<file path="src/nfci_pkg.sv">
// Shared types and constants for the NOR flash command interface.
// Command phase encoding, bus command codes, decoder result struct and the
// CFI query table. No dependencies.
`default_nettype none

package nfci_pkg;

  typedef enum logic [3:0] {
    PH_READ          = 4'd0,
    PH_UNLOCK1       = 4'd1,
    PH_UNLOCK2       = 4'd2,
    PH_PROGRAM       = 4'd3,
    PH_ERASE_SETUP   = 4'd4,
    PH_ERASE_UNLOCK1 = 4'd5,
    PH_ERASE_UNLOCK2 = 4'd6,
    PH_BYP_IDLE      = 4'd7,
    PH_BYP_PROGRAM   = 4'd8,
    PH_BYP_EXIT      = 4'd9
  } phase_t;

  localparam logic        MODE_READ  = 1'b0;

  localparam logic [15:0] ADDR_UNLOCK1 = 16'h0555;
  localparam logic [15:0] ADDR_UNLOCK2 = 16'h02AA;
  localparam logic [15:0] ADDR_QUERY   = 16'h0055;

  localparam logic [7:0]  CMD_UNLOCK1   = 8'hAA;
  localparam logic [7:0]  CMD_UNLOCK2   = 8'h55;
  localparam logic [7:0]  CMD_ERASE     = 8'h80;
  localparam logic [7:0]  CMD_SECTOR    = 8'h30;
  localparam logic [7:0]  CMD_PROGRAM   = 8'hA0;
  localparam logic [7:0]  CMD_BYPASS    = 8'h20;
  localparam logic [7:0]  CMD_BYP_RESET = 8'h90;
  localparam logic [7:0]  CMD_BYP_EXIT  = 8'h00;
  localparam logic [7:0]  CMD_QUERY     = 8'h98;
  localparam logic [7:0]  CMD_RESET     = 8'hF0;

  localparam logic [15:0] ERASED_WORD = 16'hFFFF;

  // outcome of one bus write, as seen by the command decoder
  typedef struct packed {
    phase_t phase_next;
    logic   bypass_next;
    logic   query_next;
    logic   err;
    logic   do_prog;
    logic   do_erase;
  } dec_t;

  function automatic logic [15:0] query_word(input logic [15:0] addr);
    logic [15:0] w;
    unique case (addr)
      16'h0010: w = 16'h0051;   // 'Q'
      16'h0011: w = 16'h0052;   // 'R'
      16'h0012: w = 16'h0059;   // 'Y'
      default:  w = 16'h0000;
    endcase
    return w;
  endfunction

endpackage

`default_nettype wire

</file>
<file path="src/nfci_decode.sv">
// Command sequence decoder for the NOR flash command interface.
// Pure combinational: maps the current phase and mode bits plus one bus
// write onto the next phase, mode bits and array action. Uses nfci_pkg.
`default_nettype none

module nfci_decode
  import nfci_pkg::*;
(
  input  phase_t      phase,
  input  logic        bypass_mode,
  input  logic        query_mode,
  input  logic [15:0] word_address,
  input  logic [7:0]  cmd,
  output dec_t        dec
);

  logic fail;
  logic at_unlock1;
  logic at_unlock2;

  assign at_unlock1 = (word_address == ADDR_UNLOCK1);
  assign at_unlock2 = (word_address == ADDR_UNLOCK2);

  always_comb begin
    dec.phase_next  = phase;
    dec.bypass_next = bypass_mode;
    dec.query_next  = query_mode;
    dec.err         = 1'b0;
    dec.do_prog     = 1'b0;
    dec.do_erase    = 1'b0;
    fail            = 1'b0;

    if (query_mode) begin
      // any write leaves query mode; only the reset command is clean
      dec.query_next = 1'b0;
      dec.phase_next = PH_READ;
      dec.err        = (cmd != CMD_RESET);
    end else begin
      unique case (phase)
        PH_PROGRAM: begin
          dec.do_prog    = 1'b1;
          dec.phase_next = PH_READ;
        end
        PH_BYP_PROGRAM: begin
          dec.do_prog    = 1'b1;
          dec.phase_next = PH_BYP_IDLE;
        end
        PH_BYP_IDLE: begin
          if (cmd == CMD_PROGRAM) dec.phase_next = PH_BYP_PROGRAM;
          else if (cmd == CMD_BYP_RESET) dec.phase_next = PH_BYP_EXIT;
          else fail = 1'b1;
        end
        PH_BYP_EXIT: begin
          if (cmd == CMD_BYP_EXIT) begin
            dec.bypass_next = 1'b0;
            dec.phase_next  = PH_READ;
          end else begin
            fail = 1'b1;
          end
        end
        default: begin
          if (cmd == CMD_RESET) begin
            dec.phase_next = PH_READ;
          end else if (phase == PH_READ) begin
            if (at_unlock1 && cmd == CMD_UNLOCK1) dec.phase_next = PH_UNLOCK1;
            else if (word_address == ADDR_QUERY && cmd == CMD_QUERY) dec.query_next = 1'b1;
            else fail = 1'b1;
          end else if (phase == PH_UNLOCK1) begin
            // a repeated first unlock cycle here counts as broken
            if (at_unlock2 && cmd == CMD_UNLOCK2) dec.phase_next = PH_UNLOCK2;
            else fail = 1'b1;
          end else if (phase == PH_ERASE_SETUP) begin
            if (at_unlock1 && cmd == CMD_UNLOCK1) dec.phase_next = PH_ERASE_UNLOCK1;
            else fail = 1'b1;
          end else if (phase == PH_UNLOCK2) begin
            if (at_unlock1 && cmd == CMD_PROGRAM) begin
              dec.phase_next = PH_PROGRAM;
            end else if (at_unlock1 && cmd == CMD_ERASE) begin
              dec.phase_next = PH_ERASE_SETUP;
            end else if (at_unlock1 && cmd == CMD_BYPASS) begin
              dec.bypass_next = 1'b1;
              dec.phase_next  = PH_BYP_IDLE;
            end else begin
              fail = 1'b1;
            end
          end else if (phase == PH_ERASE_UNLOCK1) begin
            if (at_unlock2 && cmd == CMD_UNLOCK2) dec.phase_next = PH_ERASE_UNLOCK2;
            else fail = 1'b1;
          end else if (phase == PH_ERASE_UNLOCK2) begin
            if (cmd == CMD_SECTOR) begin
              dec.do_erase   = 1'b1;
              dec.phase_next = PH_READ;
            end else begin
              fail = 1'b1;
            end
          end else begin
            fail = 1'b1;
          end
        end
      endcase

      if (fail) begin
        dec.phase_next  = PH_READ;
        dec.bypass_next = 1'b0;
        dec.query_next  = 1'b0;
        dec.err         = 1'b1;
      end
    end
  end

endmodule

`default_nettype wire

</file>
<file path="config.mk">
export PLATFORM = sky130hd
export DESIGN_NAME = nfci_decode
export DESIGN_NICKNAME = d
export VERILOG_FILES = /design/src/nfci_pkg.sv /design/src/nfci_decode.sv
export SDC_FILE = /design/constraint.sdc
export NUM_CORES = 1
export LEC_CHECK = 0
export BUFFER_PORTS_ARGS = -buffer_cell sky130_fd_sc_hd__clkbuf_2
export CELL_PAD_IN_SITES_DETAIL_PLACEMENT = 0
export CELL_PAD_IN_SITES_GLOBAL_PLACEMENT = 1
export CORE_UTILIZATION = 34
export DETAILED_ROUTE_END_ITERATION = 7
export PLACE_DENSITY = 0.92
export SLEW_MARGIN = 20
export SYNTH_ARGS = -nofsm -noshare
export SYNTH_HDL_FRONTEND = slang
export SYNTH_SLANG_ARGS = --single-unit
export TNS_END_PERCENT = 10
</file>
<file path="constraint.sdc">
create_clock -name vclk -period 3.6
set_input_delay 0.54 -clock vclk [all_inputs]
set_output_delay 0.54 -clock vclk [all_outputs]
set_load 0.05 [all_outputs]
</file>
==> results of run 1 <==
[logic make-up (layout without fill, tap and decap cells)]
kind of cell           after synthesis  after routing
buffers and inverters               13             52
AND/OR/NAND/NOR                     79             79
XOR/XNOR                             4              4
AO/OA/AOI/OAI                       36             36
[synthesized netlist by cell type, types with 2 or more instances]
library cell	count
sky130_fd_sc_hd__a31oi_1	2
sky130_fd_sc_hd__nor4b_1	2
sky130_fd_sc_hd__o31ai_1	4
sky130_fd_sc_hd__nand3b_1	4
sky130_fd_sc_hd__nor2_1	11
sky130_fd_sc_hd__and4_1	2
sky130_fd_sc_hd__clkbuf_1	4
sky130_fd_sc_hd__nand4b_1	3
sky130_fd_sc_hd__o21ai_0	7
sky130_fd_sc_hd__nand2b_1	3
sky130_fd_sc_hd__or4_1	3
sky130_fd_sc_hd__nor3_1	8
sky130_fd_sc_hd__nand4_1	4
sky130_fd_sc_hd__xnor2_1	2
sky130_fd_sc_hd__inv_1	5
sky130_fd_sc_hd__nand3_1	5
sky130_fd_sc_hd__a211oi_1	2
sky130_fd_sc_hd__buf_6	2
sky130_fd_sc_hd__xor2_1	2
sky130_fd_sc_hd__nor2b_1	3
sky130_fd_sc_hd__nor3b_1	4
sky130_fd_sc_hd__a21oi_1	9
sky130_fd_sc_hd__nand2_1	7
sky130_fd_sc_hd__nand4bb_1	2
sky130_fd_sc_hd__o22ai_1	2
sky130_fd_sc_hd__or4_4	2
sky130_fd_sc_hd__nor4_1	5
[stage by stage]
step | power, uW | area, um^2
5_1_grt | 120.3 | 1124
6_report | 110.5 | 1124
4_1_cts | 109.3 | 1124
3_3_place_gp | 106.6 | 1124
3_5_place_dp | 108.7 | 1124
2_1_floorplan | 70.59 | 877.1
[cell usage in the layout (no fill, tap or decap), drive strengths merged, types with 3 or more instances in the layout]
master,netlist,final
clkbuf,4,39
nor2,11,11
a21oi,9,9
nor3,8,8
buf,4,8
nand2,7,7
o21ai,7,7
nor4,6,6
inv,5,5
nand3,5,5
or4,5,5
nand3b,4,4
nor3b,4,4
nand4,4,4
o31ai,4,4
nor4b,4,4
nand4b,3,3
nand2b,3,3
nor2b,3,3
a211oi,3,3
[cell type report]
type	instances	area share, %
multi-input cells	119	72.27
repair buffers	47	22.72
well taps	30	3.341
inverters	5	1.670
[power by group through the flow]
stage	logic (uW)	registers (uW)	clock network [uW]
after global routing	120	0	0
after CTS	109	0	0
final	110	0	0
after detailed placement	109	0	0
after global placement	107	0	0
after floorplan	70.6	0	0
[metal layers]
| layer | routed length [um] | track usage [%] |
|---|---|---|
| met5 | 0 | 0 |
| met4 | 62 | 4.386 |
| met3 | 180 | 1.739 |
| met2 | 1373 | 36.71 |
| met1 | 1277 | 29.97 |
[how the worst min path moves through the flow]
stage | startpoint | to | slack [ps] | depth (start not counted)
2_1_floorplan | query_mode | dec[1] | 1260 | 1
3_3_place_gp | bypass_mode | dec[4] | 1520 | 4
3_5_place_dp | bypass_mode | dec[4] | 1520 | 4
4_1_cts | bypass_mode | dec[4] | 1520 | 4
5_1_grt | bypass_mode | dec[4] | 1560 | 4
6_report | bypass_mode | dec[4] | 1530 | 4
==> tab_implementation.tex, run 1 <==
\begin{tabular}{lr}
\hline
Metric & Value \\
\hline
\multicolumn{2}{l}{\textbf{Run status}} \\
Run status & finished, final reports clean \\
\multicolumn{2}{l}{\textbf{Placed design}} \\
Weighted congestion at the end of routability-driven global placement & 0.8885 \\
Placed wire-length estimate & 2.380 mm \\
Total instance count after detailed placement & 201 \\
Count of input and output buffers & 39 \\
Setup slack at placement & 120.3 ps \\
\multicolumn{2}{l}{\textbf{Yosys}} \\
Most area-hungry cell type in the Yosys netlist & sky130\_fd\_sc\_hd\_\_a21oi\_1 \\
Post-synthesis instance area & 877.1 um\^{}2 \\
Yosys cell types & 50 \\
Largest family of logic cells by synthesized area & simple AND/OR/NAND/NOR gates \\
Post-synthesis instance total & 132 \\
Share of Yosys cell area claimed by the top area cell type & 5.136\% \\
Share of the synthesized area in compound gates (AO/OA/AOI/OAI) & 27.25\% \\
Synthesized-area fraction occupied by xor and xnor cells & under 10\% \\
Sequential-to-total area share from yosys stat & 0\% \\
Largest cells by area after synthesis & sky130\_fd\_sc\_hd\_\_a21oi\_1 5.1\%, sky130\_fd\_sc\_hd\_\_nor2\_1 4.7\%, sky130\_fd\_sc\_hd\_\_nor3\_1 4.6\% \\
Simple-gate share of the synthesized area & 61.34\% \\
Synth Net Count & 162 \\
Mux contribution to synthesized area & 0\% \\
Mean post-synth cell area & 6.645 um\^{}2 \\
Count of synthesis-stage warnings from yosys & 0 \\
Adder-cell share of the synthesized area & 0\% \\
\multicolumn{2}{l}{\textbf{Route}} \\
Vias/cell & between 6 and 7 \\
Total via count in the routed design & 1220 \\
DRC violations left & 0 \\
Total wirelength of the detailed-routed design & just under 3 mm \\
Count of antenna-violating nets left after detailed routing & 0 \\
Average wire length per cell after detail routing & 14.39 um \\
Drt first-iter violations & 44 \\
Pre-antenna DRT Iters & 4 \\
\multicolumn{2}{l}{\textbf{Critical path}} \\
Crit path depth & 8 \\
Crit-path slowest cell & sky130\_fd\_sc\_hd\_\_or4\_4 \\
Data arrival time at the worst-slack endpoint & between 2000 and 3000 ps \\
Largest stage delay on the critical path & 560 ps \\
Required time worst endpoint & just over 3000 ps \\
Cells along the critical path & clkbuf\_2, or4\_4, or4\_4, a211oi\_2, o2bb2ai\_1, and3b\_1, nor4b\_2, clkbuf\_2 \\
Kind of end point of the critical path & output pin \\
Top Family by Delay on Critical Path & simple AND/OR/NAND/NOR gates \\
CP startpoint & cmd[1] \\
Count of buffer and inverter cells on the critical path & 2 \\
Destination of the critical timing path & dec[6] \\
CP Class & in -> out \\
Maximum fanout along the worst path & 6 \\
Worst Setup Start Kind & input pin \\
\multicolumn{2}{l}{\textbf{Power and ir drop}} \\
Clock network power share & 0\% \\
Net switching power of the design & 68.57 uW \\
Portion of total power attributed to sequential cells & 0\% \\
Combinational share of power & 100.0\% \\
Standby leakage power & 0.0004207 uW \\
Worst vdd rail ir drop & around 0.053 mV \\
Power Density & 98.34 mW/mm\^{}2 \\
Switching share of power & between 60\% and 70\% \\
Cell Int Power & 41.93 uW \\
\multicolumn{2}{l}{\textbf{STA}} \\
Worst path setup slack after routing & 107.7 ps \\
RSZ-0062 raised after global routing & no \\
Hold slack & 1525 ps \\
Number of max-slew violations in the final report & 0 \\
Number of endpoints with negative hold slack in the final report & 0 \\
Normalized max-slew margin & 76.41\% \\
Final critical path time including I/O delays and setup & about 3500 ps \\
Total setup violations reported at the end of the flow & 0 \\
Portion of the clock cycle consumed by the worst path in the final layout & a little over nine tenths \\
Worst-margin pin slew & 350.6 ps \\
Setup tns final & 0 ps \\
Fmax & 286.3 MHz \\
\multicolumn{2}{l}{\textbf{Die}} \\
Effective utilization at floorplan & between 30 and 40\% \\
I/O pin cnt & 39 \\
Die span in x & 52.79 um \\
Vertical die dimension & $\sim$53 um \\
Standard cell core area & 0.002455 mm\^{}2 \\
Total die area & around 0.0028 mm\^{}2 \\
Number of rows created at floorplan & 18 \\
\multicolumn{2}{l}{\textbf{CTS}} \\
Post-cts gate resize count & 0 \\
Cts hold-fix bufs & 0 \\
Number of buffers added for setup after CTS & 0 \\
\multicolumn{2}{l}{\textbf{Run}} \\
Maximum Capacitance Violations & 0 \\
\multicolumn{2}{l}{\textbf{Global routing}} \\
Grt total ovfl & 0 \\
Maximum number of pins on one net before global-route repair & 19 \\
Number of global-route vias before repair & 1052 \\
Wire length of the first global-routing pass & about 4.8 mm \\
GRT Overall Usage & 21.87\% \\
Number of antenna violations at the first check in global routing & 0 \\
\multicolumn{2}{l}{\textbf{Final layout}} \\
\# clk buffers & 0 \\
Post-layout util & 45.77\% \\
Footprint of the multi-input gates & 812.0 um\^{}2 \\
Footprint of the flip-flops and latches & 0 um\^{}2 \\
Count of nets after finishing & 203 \\
Antenna diode count & 0 \\
Fin cells & 201 \\
Final-layout fill cell count & 249 \\
Number of flip-flops and latches & 0 \\
Growth of design area from synthesis to finish & 28.10\% \\
Share of cells above drive strength 1 & 32.75\% \\
\multicolumn{2}{l}{\textbf{Worst hold path}} \\
HP Class & in -> out \\
\hline
\end{tabular}
Note: power is estimated with default switching activity, not from simulation.
==> inputs of run 2 (changes only) <==
--- a/config.mk
+++ b/config.mk
@@ -8,9 +8,10 @@
 export BUFFER_PORTS_ARGS = -buffer_cell sky130_fd_sc_hd__clkbuf_2
 export CELL_PAD_IN_SITES_DETAIL_PLACEMENT = 0
 export CELL_PAD_IN_SITES_GLOBAL_PLACEMENT = 1
-export CORE_UTILIZATION = 34
+export CORE_UTILIZATION = 31
 export DETAILED_ROUTE_END_ITERATION = 7
-export PLACE_DENSITY = 0.92
+export GPL_ROUTABILITY_DRIVEN = 0
+export PLACE_DENSITY = 0.89
 export SLEW_MARGIN = 20
 export SYNTH_ARGS = -nofsm -noshare
 export SYNTH_HDL_FRONTEND = slang
==> constraint.sdc (replaced) <==
create_clock -name vclk -period 3
set_input_delay 0.45 -clock vclk [all_inputs]
set_output_delay 0.45 -clock vclk [all_outputs]
set_load 0.05 [all_outputs]
==> run 2 against run 1 <==
  * The run now ends with negative setup slack left
  * First-iteration DRC count grew 77%
  * Sequential share of layout area did not move
  * Routed wire length grew 15%
  * Non-clock buffer count grew 22
  * Cell count grew 11%
  * Critical path depth did not move
  * Core utilization is 11 points higher
  * Die area up 9.3%
  * Via count increased by 8.6%
  * Power is 55% higher
  * Global-route usage up 2.3 points
  * Combinational power grew 55%
  * Largest power group unchanged
==> tab_implementation.tex, run 2 (synthesized netlist as in run 1, its figures left out) <==
\begin{tabular}{lr}
\hline
Metric & Value \\
\hline
\multicolumn{2}{l}{\textbf{Run status}} \\
Run status & complete, but fails checks \\
Violations in the final reports & negative setup slack \\
\multicolumn{2}{l}{\textbf{Power and ir drop}} \\
Net switching power of the design & 94.73 uW \\
Combinational share of power & 100.0\% \\
Worst vdd rail ir drop & 0.07345 mV \\
Power Density & 116.4 mW/mm\^{}2 \\
Switching share of power & between 50\% and 60\% \\
Cell Int Power & between 70 and 80 uW \\
Power consumption & 170.9 uW \\
Clock network power share & 0\% \\
Standby leakage power & 0.0005662 uW \\
Portion of total power attributed to sequential cells & 0\% \\
\multicolumn{2}{l}{\textbf{STA}} \\
Portion of the clock cycle consumed by the worst path in the final layout & 104.4\% \\
Worst path setup slack after routing & -130.9 ps \\
Number of max-slew violations in the final report & 0 \\
RSZ-0062 raised after global routing & yes \\
Hold slack & around 1300 ps \\
Total setup violations reported at the end of the flow & 6 \\
Number of endpoints with negative hold slack in the final report & 0 \\
Normalized max-slew margin & 70.49\% \\
Worst-margin pin slew & between 400 and 500 ps \\
Final critical path time including I/O delays and setup & 3131 ps \\
Fmax & 319.4 MHz \\
\multicolumn{2}{l}{\textbf{Die}} \\
Standard cell core area & 0.002567 mm\^{}2 \\
Vertical die dimension & about 55 um \\
I/O pin cnt & 39 \\
Die span in x & 55.19 um \\
Number of rows created at floorplan & 18 \\
Effective utilization at floorplan & 34.16\% \\
Total die area & between 0.003 and 0.004 mm\^{}2 \\
\multicolumn{2}{l}{\textbf{Final layout}} \\
Most common cell after layout, fill and taps aside & sky130\_fd\_sc\_hd\_\_clkbuf\_2 \\
Number of flip-flops and latches & 0 \\
Commonest cells after routing, fill and taps aside & 31 x sky130\_fd\_sc\_hd\_\_clkbuf\_2, 30 x sky130\_fd\_sc\_hd\_\_buf\_4, 11 x sky130\_fd\_sc\_hd\_\_nor2\_1 \\
\# clk buffers & 0 \\
Footprint of the flip-flops and latches & 0 um\^{}2 \\
Final design instance area without fill & 0.001468 mm\^{}2 \\
Count of nets after finishing & 225 \\
Share of cells above drive strength 1 & between 40 and 50\% \\
Fin cells & 223 \\
Growth of design area from synthesis to finish & 67.33\% \\
Antenna diode count & 0 \\
\multicolumn{2}{l}{\textbf{Placed design}} \\
Count of input and output buffers & 39 \\
Total instance count after detailed placement & between 200 and 250 \\
Placed wire-length estimate & 2.778 mm \\
Placed Area & 0.001410 mm\^{}2 \\
\multicolumn{2}{l}{\textbf{Route}} \\
Count of antenna-violating nets left after detailed routing & 0 \\
Average wire length per cell after detail routing & approximately 15 um \\
Total via count in the routed design & 1325 \\
Drt first-iter violations & between 70 and 80 \\
Pre-antenna DRT Iters & 4 \\
DRC violations left & 0 \\
Vias/cell & 5.942 \\
Total wirelength of the detailed-routed design & between 3 and 4 mm \\
\multicolumn{2}{l}{\textbf{Critical path}} \\
Maximum fanout along the worst path & 6 \\
CP startpoint & cmd[0] \\
Largest stage delay on the critical path & between 500 and 600 ps \\
Cells along the critical path & buf\_6, or4\_4, or4\_4, a211oi\_2, o2bb2ai\_2, and3b\_2, nor4b\_4, buf\_12 \\
Most used cell along the critical path & sky130\_fd\_sc\_hd\_\_or4\_4 \\
Worst Setup Start Kind & input pin \\
CP Class & in -> out \\
Kind of end point of the critical path & output pin \\
Required time worst endpoint & 2550 ps \\
Data arrival time at the worst-slack endpoint & 2680 ps \\
Crit-path slowest cell & sky130\_fd\_sc\_hd\_\_or4\_4 \\
\multicolumn{2}{l}{\textbf{Global routing}} \\
GRT Overall Usage & approximately a quarter \\
Wire length of the first global-routing pass & approximately 5.5 mm \\
Number of antenna violations at the first check in global routing & 0 \\
Maximum number of pins on one net before global-route repair & 19 \\
Grt total ovfl & 0 \\
Number of global-route vias before repair & around 1300 \\
\multicolumn{2}{l}{\textbf{CTS}} \\
Cts hold-fix bufs & 0 \\
\multicolumn{2}{l}{\textbf{Worst hold path}} \\
Hold endpoint & dec[4] \\
Min-Delay Path Depth & 4 \\
Hold path startpoint & bypass\_mode \\
HP Class & in -> out \\
\multicolumn{2}{l}{\textbf{Run}} \\
Maximum Capacitance Violations & 0 \\
\hline
\end{tabular}
==> run 2: layout make-up <==
type / instances / area, um^2
fillers: 246 / 1100
inverters: 5 / 18.77
multi-input cells: 119 / 894.6
well taps: 30 / 37.54
repair buffers: 69 / 516.7
==> run 2: worst max path at each step <==
stage             end  cells past startpoint
6_report       dec[6]                      8
5_1_grt        dec[6]                      8
4_1_cts        dec[6]                      8
2_1_floorplan  dec[4]                      7
3_3_place_gp   dec[6]                      8
3_5_place_dp   dec[6]                      9
==> run 2: timing repair <==
item                                    CTS  global route
endpoints found under the setup margin    6             7
pin swaps                                 6             1
resized for setup                         5             5
setup buffers                             1             0
==> run 2: worst max-delay path, delay by kind of cell <==
kind | cells | cell delay [ps]
AO/OA/AOI/OAI | 2 | 340
buffers and inverters | 2 | 270
AND/OR/NAND/NOR | 4 | 1610
==> run 2: per-layer routing <==
| metal | up-vias | share of wire, % | wire length, um | track usage, % |
|---|---|---|---|---|
| met5 | - | 0 | 0 | 0 |
| met4 | 0 | 1.0 | 34 | 7.917 |
| met3 | 4 | 7.2 | 239 | 1.366 |
| met2 | 71 | 49 | 1638 | 41.77 |
| met1 | 598 | 42 | 1405 | 31.73 |
| li1 | 652 | - | - | - |
==> run 2: per-stage QoR <==
step	setup TNS, ps	setup WS (ps)	util (%)
floorplan	-1531	-297.4	-
global placement	-769.3	-177.7	54.92
detailed placement	-1453	-309.7	54.92
CTS	-496.1	-117.7	56.19
global route	-854.4	-164.0	57.16
finish	-552.7	-130.9	57.16
==> run 2: power groups by stage <==
stage	registers (uW)	clock network [uW]	logic [uW]
after floorplan	0	0	90.5
after global routing	0	0	183
after detailed placement	0	0	165
final	0	0	171
after global placement	0	0	160
after CTS	0	0	168
==> inputs of run 3 (changes only) <==
--- a/config.mk
+++ b/config.mk
@@ -8,10 +8,11 @@
 export BUFFER_PORTS_ARGS = -buffer_cell sky130_fd_sc_hd__clkbuf_2
 export CELL_PAD_IN_SITES_DETAIL_PLACEMENT = 0
 export CELL_PAD_IN_SITES_GLOBAL_PLACEMENT = 1
+export CORE_ASPECT_RATIO = 0.6
 export CORE_UTILIZATION = 31
 export DETAILED_ROUTE_END_ITERATION = 7
 export GPL_ROUTABILITY_DRIVEN = 0
-export PLACE_DENSITY = 0.89
+export PLACE_DENSITY = 0.78
 export SLEW_MARGIN = 20
 export SYNTH_ARGS = -nofsm -noshare
 export SYNTH_HDL_FRONTEND = slang
==> run 3 against run 2 <==
  * The flow finishes with violations (design-rule violations, negative setup slack)
  * First-iteration DRC count grew 60%
  * Count of clock-buffer cells in the layout unchanged
  * Cell count up 3.6%
  * Critical endpoint is now dec[5]
==> tab_implementation.tex, run 3 (synthesized netlist as in run 1, its figures left out) <==
\begin{tabular}{lr}
\hline
Metric & Value \\
\hline
\multicolumn{2}{l}{\textbf{Die}} \\
Total die area & about 0.0031 mm\^{}2 \\
Effective utilization at floorplan & 33.83\% \\
Standard cell core area & 0.002592 mm\^{}2 \\
I/O pin cnt & 39 \\
Number of rows created at floorplan & 14 \\
Vertical die dimension & 43.20 um \\
Die span in x & 70.67 um \\
\multicolumn{2}{l}{\textbf{Critical path}} \\
Cells along the critical path & buf\_6, or4\_4, or4\_4, a211oi\_2, o2bb2ai\_2, and3b\_2, buf\_6, nor3\_4, buf\_12 \\
Worst Setup Start Kind & input pin \\
Destination of the critical timing path & dec[5] \\
Maximum fanout along the worst path & 5 \\
CP Class & in -> out \\
Largest stage delay on the critical path & 530 ps \\
CP startpoint & cmd[0] \\
Required time worst endpoint & 2550 ps \\
Crit-path slowest cell & sky130\_fd\_sc\_hd\_\_or4\_4 \\
Kind of end point of the critical path & output pin \\
Data arrival time at the worst-slack endpoint & 2730 ps \\
\multicolumn{2}{l}{\textbf{Final layout}} \\
Share of cells above drive strength 1 & 46.73\% \\
Fin cells & 231 \\
Number of flip-flops and latches & 0 \\
Growth of design area from synthesis to finish & 71.33\% \\
Count of nets after finishing & 231 \\
Footprint of the flip-flops and latches & 0 um\^{}2 \\
Antenna diode count & 0 \\
\# clk buffers & 0 \\
Post-layout util & about 58\% \\
Final-layout fill cell count & 240 \\
Most common cell after layout, fill and taps aside & sky130\_fd\_sc\_hd\_\_buf\_4 \\
Commonest cells after routing, fill and taps aside & 35 x sky130\_fd\_sc\_hd\_\_buf\_4, 31 x sky130\_fd\_sc\_hd\_\_clkbuf\_2, 11 x sky130\_fd\_sc\_hd\_\_nor2\_1 \\
\multicolumn{2}{l}{\textbf{Placed design}} \\
Count of input and output buffers & 39 \\
Placed wire-length estimate & around 2.8 mm \\
Setup slack at placement & -263.3 ps \\
Total instance count after detailed placement & 229 \\
\multicolumn{2}{l}{\textbf{Route}} \\
Drt first-iter violations & $\sim$130 \\
Vias/cell & 5.952 \\
Pre-antenna DRT Iters & 6 \\
Total wirelength of the detailed-routed design & between 3 and 4 mm \\
Count of antenna-violating nets left after detailed routing & 0 \\
Total via count in the routed design & roughly 1400 \\
Average wire length per cell after detail routing & 15.59 um \\
DRC violations left & 2 \\
\multicolumn{2}{l}{\textbf{Run status}} \\
Violations in the final reports & design-rule violations, negative setup slack \\
Run status & complete, but fails checks \\
\multicolumn{2}{l}{\textbf{STA}} \\
Number of max-slew violations in the final report & 0 \\
Normalized max-slew margin & 63.63\% \\
Total setup violations reported at the end of the flow & 6 \\
Setup tns final & -719.7 ps \\
Number of endpoints with negative hold slack in the final report & 0 \\
Worst path setup slack after routing & -180.3 ps \\
Fmax & around 310 MHz \\
RSZ-0062 raised after global routing & yes \\
Final critical path time including I/O delays and setup & 3180 ps \\
Worst-margin pin slew & 540.5 ps \\
Portion of the clock cycle consumed by the worst path in the final layout & 106.0\% \\
\multicolumn{2}{l}{\textbf{Global routing}} \\
Grt total ovfl & 0 \\
Wire length of the first global-routing pass & about 5.8 mm \\
Number of antenna violations at the first check in global routing & 0 \\
Maximum number of pins on one net before global-route repair & 19 \\
Number of global-route vias before repair & 1186 \\
GRT Overall Usage & between 20\% and 30\% \\
\multicolumn{2}{l}{\textbf{Power and ir drop}} \\
Net switching power of the design & between 100 and 150 uW \\
Worst vdd rail ir drop & approximately 0.049 mV \\
Switching share of power & roughly 56\% \\
Power consumption & approximately 180 uW \\
Power Density & roughly 120 mW/mm\^{}2 \\
Standby leakage power & 0.0006029 uW \\
Clock network power share & 0\% \\
Cell Int Power & around 79 uW \\
Combinational share of power & 100.0\% \\
Portion of total power attributed to sequential cells & 0\% \\
\multicolumn{2}{l}{\textbf{Worst hold path}} \\
HP Class & in -> out \\
\multicolumn{2}{l}{\textbf{Run}} \\
Maximum Capacitance Violations & 0 \\
\multicolumn{2}{l}{\textbf{CTS}} \\
Cts hold-fix bufs & 0 \\
\hline
\end{tabular}
## run 3: cell types whose count changed in the layout (fill, tap and decap cells not counted), moves of 2 or more
cell / change
sky130_fd_sc_hd__nor3_4: +3
sky130_fd_sc_hd__buf_4: +5
sky130_fd_sc_hd__clkbuf_8: +2
sky130_fd_sc_hd__buf_6: +2
sky130_fd_sc_hd__nor3_2: -2
sky130_fd_sc_hd__buf_8: +2
sky130_fd_sc_hd__buf_12: -4
## run 3: layout make-up
cell class,instances,area (um^2),share of cell area (%)
well taps,32,40.04,2.664
multi-input cells,119,894.6,59.53
inverters,5,18.77,1.249
repair buffers,75,549.3,36.55
## run 3: worst min path at each step
stage | endpoint | startpoint | cells after the start
after floorplan | dec[0] | query_mode | 1
after global placement | dec[4] | bypass_mode | 4
after detailed placement | dec[4] | bypass_mode | 4
after CTS | dec[4] | bypass_mode | 4
after global routing | dec[4] | bypass_mode | 4
final | dec[4] | bypass_mode | 4
## run 3: repair_timing
| item | CTS | global route |
|---|---|---|
| buffers inserted | 1 | 1 |
| hold endpoints to repair | 0 | 0 |
| pin swaps | 9 | 2 |
| endpoints found under the setup margin | 6 | 7 |
| resized for setup | 14 | 8 |
## run 3: per-layer routing
metal  vias to the layer above  GRT usage [%]  part of all wire, %
li1                        668              -                    -
met1                       645          36.48                   47
met2                        62          37.86                   44
met3                         0         0.9501                  8.4
met4                         0         0.8000                    0
met5                         -              0                    0
## run 3: power groups by stage
stage | Clock [uW] | Combinational, uW | Sequential, uW
final | 0 | 179 | 0
after detailed placement | 0 | 161 | 0
after floorplan | 0 | 90.5 | 0
after global routing | 0 | 191 | 0
after CTS | 0 | 169 | 0
after global placement | 0 | 158 | 0
## run 3: stage by stage
step	instance area, um^2	hold WS [ps]
floorplan	915.9	1005
global placement	1390	1346
detailed placement	1390	1338
CTS	1465	1312
global route	1503	1321
finish	1503	1304
## run 3: critical path, delay by kind of cell
kind	cells	cell delay, ps
buffers and inverters	3	400
AOI/OAI and AO/OA	2	320
and+or+nand+nor	4	1550
